===== src/design/q2e_pkg.sv =====
// shared types, constants and helper functions for the quaternion to euler core
package q2e_pkg;

    localparam int COMP_W    = 16;
    localparam int ANGLE_W   = 16;
    localparam int SUM_W     = 34;
    localparam int SQ_STAGES = 31;

    typedef struct packed {
        logic signed [COMP_W-1:0] q_x;
        logic signed [COMP_W-1:0] q_y;
        logic signed [COMP_W-1:0] q_z;
        logic signed [COMP_W-1:0] q_w;
    } t_q2e_in;

    typedef struct packed {
        logic signed [ANGLE_W-1:0] angle_about_x;
        logic signed [ANGLE_W-1:0] angle_about_y;
        logic signed [ANGLE_W-1:0] angle_about_z;
        logic                      y_clamped;
    } t_q2e_out;

    // values carried alongside the square root pipeline
    typedef struct packed {
        logic signed [SUM_W-1:0] sr;
        logic signed [SUM_W-1:0] cr;
        logic signed [SUM_W-1:0] sy;
        logic signed [SUM_W-1:0] cy;
        logic signed [30:0]      sp;
        logic                    clamp;
        logic                    neg;
    } t_q2e_side;

    typedef struct packed {
        logic clamp;
        logic neg;
    } t_q2e_flag;

    localparam logic [31:0] QUARTER_TURN = 32'h4000_0000;

    // atan(2^-i), full turn = 2^32
    function automatic logic [31:0] atan_val(input int idx);
        logic [31:0] v;
        case (idx)
            0:  v = 32'd536870912;
            1:  v = 32'd316933406;
            2:  v = 32'd167458907;
            3:  v = 32'd85004756;
            4:  v = 32'd42667331;
            5:  v = 32'd21354465;
            6:  v = 32'd10679838;
            7:  v = 32'd5340245;
            8:  v = 32'd2670163;
            9:  v = 32'd1335087;
            10: v = 32'd667544;
            11: v = 32'd333772;
            12: v = 32'd166886;
            13: v = 32'd83443;
            14: v = 32'd41722;
            15: v = 32'd20861;
            16: v = 32'd10430;
            17: v = 32'd5215;
            18: v = 32'd2608;
            19: v = 32'd1304;
            20: v = 32'd652;
            21: v = 32'd326;
            22: v = 32'd163;
            23: v = 32'd81;
            24: v = 32'd41;
            25: v = 32'd20;
            26: v = 32'd10;
            27: v = 32'd5;
            28: v = 32'd3;
            29: v = 32'd1;
            30: v = 32'd1;
            default: v = 32'd0;
        endcase
        return v;
    endfunction

    // round half up to the output angle width
    function automatic logic [ANGLE_W-1:0] quant(input logic [31:0] a);
        logic [31:0] s;
        s = a + (32'd1 << (32 - ANGLE_W - 1));
        return s[31 -: ANGLE_W];
    endfunction

endpackage


===== src/design/q2e_isqrt.sv =====
// pipelined floor square root, one result bit per stage
module q2e_isqrt (
    input  logic        i_clk,
    input  logic        i_en,
    input  logic [61:0] i_n,
    output logic [30:0] o_root
);
    import q2e_pkg::*;

    logic [61:0] r_rem  [0:SQ_STAGES];
    logic [30:0] r_root [0:SQ_STAGES];

    assign r_rem[0]  = i_n;
    assign r_root[0] = '0;

    genvar g;
    generate
        for (g = 0; g < SQ_STAGES; g++) begin : g_stage
            localparam int K = SQ_STAGES - 1 - g;
            logic [61:0] t;
            logic [61:0] n_rem;
            logic [30:0] n_root;
            logic [61:0] r_rem_q;
            logic [30:0] r_root_q;
            always_comb begin
                t = (62'(r_root[g]) << (K + 1)) + (62'd1 << (2 * K));
                if (r_rem[g] >= t) begin
                    n_rem  = r_rem[g] - t;
                    n_root = r_root[g] | (31'd1 << K);
                end else begin
                    n_rem  = r_rem[g];
                    n_root = r_root[g];
                end
            end
            always_ff @(posedge i_clk) begin
                if (i_en) begin
                    r_rem_q  <= n_rem;
                    r_root_q <= n_root;
                end
            end
            assign r_rem[g+1]  = r_rem_q;
            assign r_root[g+1] = r_root_q;
        end
    endgenerate

    assign o_root = r_root[SQ_STAGES];

endmodule


===== config.mk =====
export PLATFORM = sky130hd
export DESIGN_NAME = q2e_isqrt
export DESIGN_NICKNAME = d
export VERILOG_FILES = /design/src/design/q2e_pkg.sv /design/src/design/q2e_isqrt.sv
export SDC_FILE = /design/constraint.sdc
export NUM_CORES = 2
export LEC_CHECK = 0
export BUFFER_PORTS_ARGS = -buffer_cell sky130_fd_sc_hd__buf_2
export CAP_MARGIN = 0
export CORE_MARGIN = 10
export CORE_UTILIZATION = 30
export DETAILED_ROUTE_END_ITERATION = 16
export SETUP_SLACK_MARGIN = 0.4
export SYNTH_ARGS = -nofsm -noshare
export SYNTH_HDL_FRONTEND = slang
export SYNTH_SLANG_ARGS = --single-unit

===== constraint.sdc =====
create_clock -name i_clk -period 7 [get_ports i_clk]
set_input_delay 1.4 -clock i_clk [delete_from_list [all_inputs] [get_ports i_clk]]
set_output_delay 1.4 -clock i_clk [all_outputs]
set_load 0.01 [all_outputs]

* Word level (Yosys, flattened, before mapping)
Cells that the tools add are included.
Cells by class: add/subtract/negate cells 60, multiplexer cells 31, magnitude comparators 31
Operators by type and width (count):
- $mux 62 | 30
- $add 61x59->62 const B | 1
- $ge 62x33->1 | 1
- $ge 62x34->1 | 1
- $ge 62x35->1 | 1
- $ge 62x36->1 | 1
- $ge 62x37->1 | 1
- $ge 62x38->1 | 1
- $ge 62x39->1 | 1
- $ge 62x40->1 | 1
- $ge 62x41->1 | 1
- $ge 62x42->1 | 1
- $ge 62x43->1 | 1
- $ge 62x44->1 | 1
- $ge 62x45->1 | 1
- $ge 62x46->1 | 1
- $ge 62x47->1 | 1
- $ge 62x48->1 | 1
- $ge 62x49->1 | 1
- $ge 62x50->1 | 1
- $ge 62x51->1 | 1
- $ge 62x52->1 | 1
- $ge 62x53->1 | 1
- $ge 62x54->1 | 1
- other kinds (69) | 69
Storage, ports and cells: bits of input ports 64, bits in registers 2821, output and inout bits 31

* Logic depth before layout (Yosys ltp)
depth after elaboration 3, mapped depth 15, gate-level depth less buffers 12

* Least setup slack after synthesis
No wires, ideal clock.
path type reg-to-reg, start point reg g_stage[12].r_rem_q[48], end point reg g_stage[13].r_rem_q[39], data pin, arrival 3.253 ns, library setup time 0.262 ns, slack 3.485 ns, stages on the path, launching flop included 10, data required time 6.738 ns, cells stage by stage edfxtp_1 ha_1 or4_4 or3_1 or3_4 or4_4 or3_1 a211oi_2 buf_4 mux2_1
On the way: cells in the longest elaborated chain, start to end 2
RTL lines:
- start: declaration | line q2e_isqrt.sv:23 | logic [61:0] r_rem_q;
- start signal: assignment | line q2e_isqrt.sv:37 | r_rem_q <= n_rem;
- $ge 62x50->1 | line q2e_isqrt.sv:27 | if (r_rem[g] >= t) begin
- $mux 62 | line q2e_isqrt.sv:27
- net g_stage[13].n_rem[39] | line q2e_isqrt.sv:21 | logic [61:0] n_rem;
- end signal: assignment | line q2e_isqrt.sv:37
- end: declaration | line q2e_isqrt.sv:23
The timed path passes the listed nets, and every way through them passes these cells. A chain may end at the register's enable or synchronous reset.

* Worst setup path in the final report
start point reg g_stage[27].r_root_q[29], end point reg g_stage[28].r_rem_q[39], data pin
On the way: cells in the longest elaborated chain, start to end 3, elaborated cells between the ends (all ways) 4, classes of those cells add/sub: 2; order compare: 1; mux: 1
RTL lines:
- start: declaration | line q2e_isqrt.sv:24 | logic [30:0] r_root_q;
- start signal: assignment | line q2e_isqrt.sv:38 | r_root_q <= n_root;
- $add 34x5->35 (*) | line q2e_isqrt.sv:26 | t = (62'(r_root[g]) << (K + 1)) + (62'd1 << (2 * K));
- $sub 62x35->62 or $ge 62x35->1 (tied branches) | line q2e_isqrt.sv:28, q2e_isqrt.sv:27
- $mux 62 (*) | line q2e_isqrt.sv:27
- net g_stage[28].n_rem[39] | line q2e_isqrt.sv:21
- end signal: assignment | line q2e_isqrt.sv:37
- end: declaration | line q2e_isqrt.sv:23
The timed path passes the listed nets; every way through them passes the cells marked *.

==> summary.txt <==
Outcome
  – Status: complete, no violations

Clock network
  – Root buffer cell: clkbuf_16
  – Num CTS Buffers: 242
  – Maximum root-to-sink buffer count: 4
  – Clk_lat worst skew: 1000 ps
  – Hold-fix buffers, CTS: 0
  – CTS Sinks: 2,356
  – Gates resized, CTS repair: 0
  – H-tree depth: 4
  – Clk pin slew, worst setup/hold paths: 60 ps
  – Setup bufs post-CTS: 0
  – CTS tree: yes

Layout
  – Area of the multi-input gates: 0.0393 mm^2
  – Register Area: 0.0707 mm^2
  – Fillers: 36,813
  – Finished Layout Cells: 14,408
  – Layout cell share with drive strength beyond 1: 7.38%
  – Fin util: 34.1%
  – Area Growth Syn to Fin: 13.2%
  – Design area: 0.128 mm^2
  – Final net count: 9,804

Synthesis
  – Synth Register Bits: 2,356
  – Number of synthesized flops with an enable pin: 2,356
  – Synth unique cells: 95
  – Synth Area in Adders: 5.81%
  – Register area share after synthesis: 62.6%
  – Mapped Cells: 8,983
  – Syn Area/Cell: 12.6 um^2
  – Most used DFF post-synth: edfxtp_1
  – Cell Area, Synth: 0.113 mm^2
  – Mux share of post-synthesis cell area: 0.884%
  – Synth Area in XOR/XNOR: 6.39%
  – Post-synth ARST share: 0%
  – Synthesized Nets: 9,572
  – Largest family of logic cells by synthesized area: simple AND/OR/NAND/NOR gates
  – Share of the synthesized area in the top cell type: 62.6%
  – Synth Area in Compound Gates: 9.35%
  – Simple-Gate Fraction of Synth Area: 12.2%
  – Synth warnings: 0
  – Synth area leader: edfxtp_1
  – Synth area leaders: edfxtp_1 (63%), ha_1 (5.8%), xnor2_1 (3.5%)

Setup path
  – Arrival time at the worst endpoint: 6190 ps
  – Slowest CP cell: nor4_1
  – CP endpoint kind: register
  – Worst path top cell family by delay: simple AND/OR/NAND/NOR gates
  – CP startpoint kind: register
  – WP buf/inv: 3
  – CP most frequent cell: inv_1
  – Max FO, Critical Path: 35
  – Sequence of cells on the critical path: inv_1 > ha_1 > nand2_1 > nor4_1 > nand4_1 > or4_1 > and3_1 > o41a_2 > inv_1 > buf_4 > o2111ai_1 > nor4b_1 > xor2_1
  – Crit-path max cell delay: 1160 ps
  – Worst EP required: 7630 ps
  – CP Depth: 13
  – Kind of critical path: reg2reg
  – Reg2Reg Depth: 13

Global routing
  – Vias in the first global route: 68,225
  – Tot GR Track Use: 12.4%
  – Grt total ovfl: 0
  – Largest net degree at the start of global routing: 181
  – Most used routing layer: met2
  – Met2 Track Usage GR: 23.3%
  – Initial antenna violation count: 3
  – M3 GR Usage: 1.54%
  – M1 GR Usage: 14.3%
  – Global-route wire length before repair: 398,000 um

Place
  – Placed instance area: 0.120 mm^2
  – IO Port Bufs: 94
  – DP Cell Count: 13,965
  – Pre-CTS WS: 1550 ps
  – Post-DP HPWL: 198,000 um
  – Gpl congestion: 0.902

Pwr
  – Leakage: 46.8 nW
  – Max VDD drop: 243 uV
  – PD cells: 321 mW/mm^2

STA
  – Rel. slew slack: 9.96%
  – Slew @ Worst Pin: 1340 ps
  – Final setup violation count: 0
  – Endpoints failing hold: 0
  – Clock skew: 175 ps
  – Setup_tns: 0 ps
  – Max Transition Viols Final: 0
  – RSZ-0062 raised after global routing: no
  – Min Clock Period, post-route: 5560 ps
  – Final Cycle Share: 79.4%
  – Max Clock Freq: 0.180 GHz
  – Post-layout worst setup margin: 1440 ps

Routing
  – Wirelength per Cell: 18.0 um
  – DRC viols: 0
  – DRT Wirelength: 260,000 um
  – DR vias/cell: 4.82
  – ANT nets after route: 0
  – Vias: 69,390
  – Initial DRC count: 4,741
  – DRT Pass-1 Iters: 6

Floorplanning
  – I/O pins: 95
  – Initial Utilization: 30.1%
  – Cell row count: 225
  – Core area: 0.376 mm^2
  – Die Y: 634 um
  – Die W: 634 um
  – Die area: 0.402 mm^2

Flow run
  – Max_cap viols: 0

Min path
  – HP Class: reg2reg
  – WHS Path Cells: 0
-- stage by stage --
step | hold slack, ps | power, mW
finish | 359 | 41.1
floorplan | 417 | 25.2
detailed placement | 426 | 28.1
CTS | 345 | 41.4
global placement | 424 | 28.1
global route | 370 | 43.1
-- state kept, by name (all words and copies together), names as in the netlist --
signal / cells
g_stage.r_rem_q: 1860
g_stage.r_root_q: 465
o_root: 31
-- layout by cell type (no fill, tap or decap), types with 23 or more instances in the layout --
cell / n
edfxtp_1: 2356
inv_1: 660
nor2_1: 649
a21oi_1: 602
ha_1: 525
nand2_1: 510
xnor2_1: 451
xor2_1: 374
o21ai_0: 349
nor4_1: 293
nor3_1: 255
clkbuf_16: 246
a21o_1: 181
nand4_1: 154
nand3_1: 153
o21a_1: 110
or3_1: 96
buf_2: 93
nand2b_1: 85
mux2_2: 77
nor2b_1: 73
or4_1: 58
nor4b_1: 57
o21bai_1: 50
clkinv_1: 50
buf_4: 48
o31ai_1: 47
and3_1: 44
clkbuf_1: 43
or2_2: 42
a211oi_1: 42
a31oi_1: 39
bufinv_16: 39
and2_1: 33
nand3b_1: 32
clkinv_2: 29
o211ai_1: 27
a21boi_0: 26
nand4b_1: 23
-- worst paths after layout --
check / slack [ps] / end / from
min: 360 / o_root[14] / g_stage[29].r_root_q[14]
max reg2reg: 1440 / g_stage[28].r_rem_q[39] / g_stage[27].r_root_q[29]
min reg2reg: 360 / o_root[14] / g_stage[29].r_root_q[14]
max: 1440 / g_stage[28].r_rem_q[39] / g_stage[27].r_root_q[29]
-- cells by family (layout without fill, tap and decap cells) --
| group | count (synthesis) | count (layout) |
|---|---|---|
| and+or+nand+nor | 2658 | 2658 |
| buffers and inverters | 830 | 1259 |
| other | 0 | 2 |
| adders and majority gates | 525 | 525 |
| muxes | 90 | 90 |
| xor gates and xnor gates | 825 | 825 |
| DFF | 2356 | 2356 |
| AOI/OAI and AO/OA | 1699 | 1699 |
-- layout make-up --
type / instances / area share, %
Multi-Input combinational cell: 5797 / 30.7
Timing Repair Buffer: 156 / 0.880
Sequential cell: 2356 / 55.3
Antenna cell: 2 / 0.00391
Clock buffer: 289 / 4.93
Clock inverter: 152 / 1.42
Inverter: 662 / 1.94
Tap cell: 4994 / 4.88
-- metal layers --
layer / vias to the layer above / wire [um]
met3: 497 / 9660
met2: 1457 / 135000
li1: 34191 / -
met5: - / 0
met4: 0 / 11000
met1: 33245 / 104000
-- cells in the mapped netlist (all sizes together), types with 85 or more instances --
| master | count |
|---|---|
| edfxtp | 2356 |
| inv | 662 |
| nor2 | 650 |
| a21oi | 604 |
| ha | 525 |
| nand2 | 510 |
| xnor2 | 451 |
| xor2 | 374 |
| o21ai | 368 |
| nor4 | 300 |
| nor3 | 262 |
| a21o | 181 |
| nand4 | 154 |
| nand3 | 153 |
| clkbuf | 137 |
| o21a | 110 |
| or3 | 97 |
| nand2b | 85 |
-- power by group --
group | internal (mW) | switching, mW | total (mW)
combinational | 3.49 | 4.99 | 8.48
sequential | 17.9 | 1.45 | 19.4
clock | 7.84 | 5.36 | 13.2
No activity file was read; power rests on OpenSTA's default activity.
